==> config.mk <==
export PLATFORM = sky130hd
export DESIGN_NAME = mne_bin_update
export DESIGN_NICKNAME = d
export VERILOG_FILES = /design/src/hw/rtl/mne_pkg.sv /design/src/hw/rtl/mne_bin_update.sv
export SDC_FILE = /design/constraint.sdc
export NUM_CORES = 1
export LEC_CHECK = 0
export BUFFER_PORTS_ARGS = -buffer_cell sky130_fd_sc_hd__clkbuf_2
export CORE_ASPECT_RATIO = 1.5
export CORE_UTILIZATION = 62
export DETAILED_ROUTE_END_ITERATION = 10
export GPL_TIMING_DRIVEN = 1
export PLACE_DENSITY = 0.91
export SLEW_MARGIN = 5
export SYNTH_ARGS = -nofsm -noshare
export SYNTH_HDL_FRONTEND = slang
export SYNTH_SLANG_ARGS = --single-unit
==> constraint.sdc <==
create_clock -name vclk -period 30.3
set_clock_uncertainty 0.2 [all_clocks]
set_input_delay 6.06 -clock vclk [all_inputs]
set_output_delay 6.06 -clock vclk [all_outputs]
set_load 0.01 [all_outputs]
==> src/hw/rtl/mne_pkg.sv <==
// ============================================================================
// mne_pkg
// Shared widths, constants and types of the MCRA noise estimator.
// ============================================================================
package mne_pkg;

    localparam int WINDOW_LENGTH = 512;
    localparam int NUM_BINS      = WINDOW_LENGTH / 2 + 1;

    localparam int MAG_W   = 24;
    localparam int BIN_W   = 9;
    localparam int FRAME_W = 20;
    localparam int PROB_W  = 15;

    localparam int S_DATA_W = 56;
    localparam int M_DATA_W = 48;

    localparam int FRAC_BITS   = 14;
    localparam int ONE_Q14     = 16384;
    localparam int SPEECH_STEP = ONE_Q14 / 2 + ONE_Q14 / 4;

    localparam int FAST_FRAMES  = 10;
    localparam int REARM_PERIOD = 50;

    // (frame + 1) mod 50 == 0  <=>  even and half divisible by 25
    localparam int HALF_PERIOD = REARM_PERIOD / 2;
    localparam int RECIP_SHIFT = 26;
    localparam int RECIP_MULT  = ((1 << RECIP_SHIFT) + HALF_PERIOD - 1) / HALF_PERIOD;
    localparam int RECIP_W     = 22;
    localparam int QUOT_W      = 16;

    localparam int MIX_W  = MAG_W + 1;
    localparam int DIFF_W = MAG_W + 2;
    localparam int PROD_W = DIFF_W + PROB_W + 1;

    typedef struct packed {
        logic [MAG_W-1:0]  level;
        logic [MAG_W-1:0]  win_min;
        logic [MAG_W-1:0]  run_min;
        logic [PROB_W-1:0] presence;
        logic [MAG_W-1:0]  noise;
    } bin_state_t;

    typedef struct packed {
        logic [MAG_W-1:0]  level;
        logic [MAG_W-1:0]  win_min;
        logic [MAG_W-1:0]  run_min;
        logic [PROB_W-1:0] presence;
        logic [MIX_W-1:0]  mix;
        logic [DIFF_W-1:0] diff;
    } bin_update_t;

endpackage

==> src/hw/rtl/mne_bin_update.sv <==
// ============================================================================
// mne_bin_update
// Smoothing, minimum tracking, presence decision and noise mix terms of one
// bin, from its stored state and the new magnitude.
// ============================================================================
module mne_bin_update (
    input  mne_pkg::bin_state_t      state_i,
    input  logic [mne_pkg::MAG_W-1:0] magnitude,
    input  logic                      rearm,
    output mne_pkg::bin_update_t      upd_o
);

    logic [mne_pkg::MAG_W+1:0]  level_sum;
    logic [mne_pkg::MAG_W-1:0]  level_new;
    logic [mne_pkg::MAG_W-1:0]  win_min_a;
    logic [mne_pkg::MAG_W-1:0]  run_min_a;
    logic [mne_pkg::MAG_W-1:0]  win_min_b;
    logic [mne_pkg::MAG_W-1:0]  run_min_b;
    logic [mne_pkg::MAG_W+1:0]  thr;
    logic                       speech;
    logic [mne_pkg::PROB_W-1:0] prob_sum;
    logic [mne_pkg::PROB_W-1:0] prob_new;
    logic [mne_pkg::MIX_W-1:0]  mix;

    always_comb begin
        level_sum = (mne_pkg::MAG_W+2)'(state_i.level >> 1)
                  + (mne_pkg::MAG_W+2)'(state_i.level >> 2)
                  + (mne_pkg::MAG_W+2)'(state_i.level >> 4)
                  + (mne_pkg::MAG_W+2)'(magnitude >> 3)
                  + (mne_pkg::MAG_W+2)'(magnitude >> 4);
        level_new = level_sum[mne_pkg::MAG_W-1:0];

        if (rearm) begin
            win_min_a = (state_i.run_min < state_i.level) ? state_i.run_min : state_i.level;
            run_min_a = state_i.level;
        end else begin
            win_min_a = state_i.win_min;
            run_min_a = state_i.run_min;
        end
        win_min_b = (level_new < win_min_a) ? level_new : win_min_a;
        run_min_b = (level_new < run_min_a) ? level_new : run_min_a;

        thr    = {2'b00, win_min_b >> 2} + {1'b0, win_min_b, 1'b0};
        speech = {2'b00, level_new} > thr;

        prob_sum = (state_i.presence >> 2)
                 + (speech ? mne_pkg::PROB_W'(mne_pkg::SPEECH_STEP) : '0);
        prob_new = (prob_sum > mne_pkg::PROB_W'(mne_pkg::ONE_Q14))
                 ? mne_pkg::PROB_W'(mne_pkg::ONE_Q14) : prob_sum;

        mix = mne_pkg::MIX_W'(state_i.noise >> 1)
            + mne_pkg::MIX_W'(state_i.noise >> 2)
            + mne_pkg::MIX_W'(state_i.noise >> 3)
            + mne_pkg::MIX_W'(state_i.noise >> 4)
            + mne_pkg::MIX_W'(magnitude >> 4);

        upd_o.level    = level_new;
        upd_o.win_min  = win_min_b;
        upd_o.run_min  = run_min_b;
        upd_o.presence = prob_new;
        upd_o.mix      = mix;
        upd_o.diff     = {2'b00, state_i.noise} - {1'b0, mix};
    end

endmodule

==> impl_metrics.env <==
export IMPL_multi_input_area_mm2=0.0106
export IMPL_layout_common_cells="inv_1 (303), clkbuf_2 (269), ha_1 (214)"
export IMPL_slowest_stage="fa_1"
export IMPL_worst_hold_path_type="primary input to primary output"
export IMPL_crit_type="primary input to primary output"
export IMPL_post_cts_setup_buffer_count=0
export IMPL_drt_wirelength_per_cell_um=16.8
export IMPL_cts_hold_buf=0
export IMPL_drv_slew=0
export IMPL_syn2layout_area_growth_pct=14.1
export IMPL_ys_seq_area_frac=0
export IMPL_synth_area_mm2=0.0118
export IMPL_nets=2247
export IMPL_grt_pass1_wl_um=55400
export IMPL_rsz0062_at_grt="false"
export IMPL_dieHeight_um=171
export IMPL_antenna_found_initial=0
export IMPL_synthTopCellsByArea="ha_1 (23%), fa_1 (17%), inv_1 (9.6%), a21oi_1 (5.5%), xnor2_1 (5.1%)"
export IMPL_syn_area_per_cell_um2=7.73
export IMPL_crit_required_ns=24.04
export IMPL_cap_violations=0
export IMPL_syn_num_nets=1986
export IMPL_crit_top_cell="inv_1"
export IMPL_n_fill_cell=1605
export IMPL_synth_warning_count=0
export IMPL_antenna_diode_count=0
export IMPL_post_cts_resized=0
export IMPL_timing_hold_ws_ns=12.24
export IMPL_initial_utilization=0.636
export IMPL_status="finished clean"
export IMPL_end_kind="primary output"
export IMPL_hold_viol_final=0
export IMPL_start_kind="primary input"
export IMPL_grt_pass1_vias=12200
export IMPL_min_period_ns=26.08
export IMPL_cp_arrival_ns=19.82
export IMPL_clock_fmax_mhz=38.3
export IMPL_yosysTopAreaCellShare=0.226
export IMPL_io_pins=274
export IMPL_dieWidth_um=115
export IMPL_cp_slowest_stage_delay_ns=0.52
export IMPL_path_max_fanout=37
export IMPL_io_buffers=269
export IMPL_cp_num_buf_inv=9
export IMPL_setup_viol=0
export IMPL_wl_um=34300
export IMPL_drtIter0Drc=633
export IMPL_coreArea_mm2=0.0186
export IMPL_avgViaCountPerCell=5.90
export IMPL_num_rows=61
export IMPL_fin_tns_setup_ns=0
export IMPL_clkbuf_count=0
export IMPL_drive_gt1_frac=0.180
export IMPL_layout_cells_most_common="inv_1"
export IMPL_track_usage=0.350
export IMPL_place_congestion=0.974
export IMPL_grt_max_degree=47
export IMPL_crit_family="compound AO/OA/AOI/OAI gates"
export IMPL_worst_slew_margin_rel=0.414
export IMPL_die_area_mm2=0.0197
export IMPL_synth_cell_types=90
export IMPL_worst_pin_slew_ns=0.876
export IMPL_period_share=0.861
export IMPL_yosys_area_top_type="ha_1"
export IMPL_detail_route_antenna_nets=0
export IMPL_num_vias=12100
export IMPL_netlist_instances=1533
export IMPL_hpwl_um=30100
export IMPL_grt_overflow_total=0
export IMPL_drt_pre_antenna_iters=5
export IMPL_seq_cell_count=0
export IMPL_final_seq_area_um2=0
export IMPL_drc_errors=0
==> cell usage after synthesis (all sizes together), types with 4 or more instances <==
cell and instances:
a31oi 12, clkbuf 13, a21o 36, nand4 20
nand2b 22, nand3b 4, nand3 27, a21boi 12
o21a 23, a211o 6, fa 103, o21ai 71
nor3 26, maj3 4, o21bai 19, nand2 72
ha 214, inv 304, and3 8, a41o 5
nor2b 35, and2 7, a41oi 6, o211ai 12
o311ai 6, xnor2 69, a211oi 10, o41ai 4
o31ai 5, or2 7, xor2 41, buf 9
or3 8, mux2i 47, nor2 93, a21oi 134
==> metal layers <==
metal	track usage	wire, µm	vias up
li1	-	-	5754
met1	0.362	12500	5748
met2	0.677	18200	428
met3	0.0469	1960	134
met4	0.172	1650	0
met5	0	0	-
==> kinds of logic after synthesis <==
kind of cell,Yosys count,share of synthesized area
AO/OA/AOI/OAI,386,0.223
XOR/XNOR,110,0.0820
adder cells (fa/ha/maj),321,0.404
buffers and inverters,328,0.105
multiplexers,48,0.0410
AND/OR/NAND/NOR,340,0.145
==> per-stage QoR <==
step                utilization  area [µm²]  instances  setup slack, ns
CTS                       0.726       13500       2044             4.42
floorplan                     -       11800       1533             6.09
global route              0.726       13500       2044             3.35
finish                    0.726       13500       2044             4.22
detailed placement        0.726       13500       2044             4.50
global placement          0.726       13500       2044             4.82
==> final timing paths <==
kind	slack (ns)	to	depth (start not counted)	start
worst max-delay path	4.22	upd_o[53]	56	state_i[91]
worst min-delay path	12.24	upd_o[55]	3	state_i[30]
==> layout make-up <==
class	instances	area share
well taps	252	0.0233
inverters	306	0.0850
multi-input cells	1205	0.785
repair buffers	281	0.106
==> tightest hold or removal path, delay by kind of cell <==
| family | cells | cell delay, ns |
|---|---|---|
| buffers and inverters | 2 | 0.20 |
| and+or+nand+nor | 1 | 0.12 |
Power is left out: the tool's default activity adds up to more than one toggle a clock period on the data nets, which glitch-free logic cannot reach.
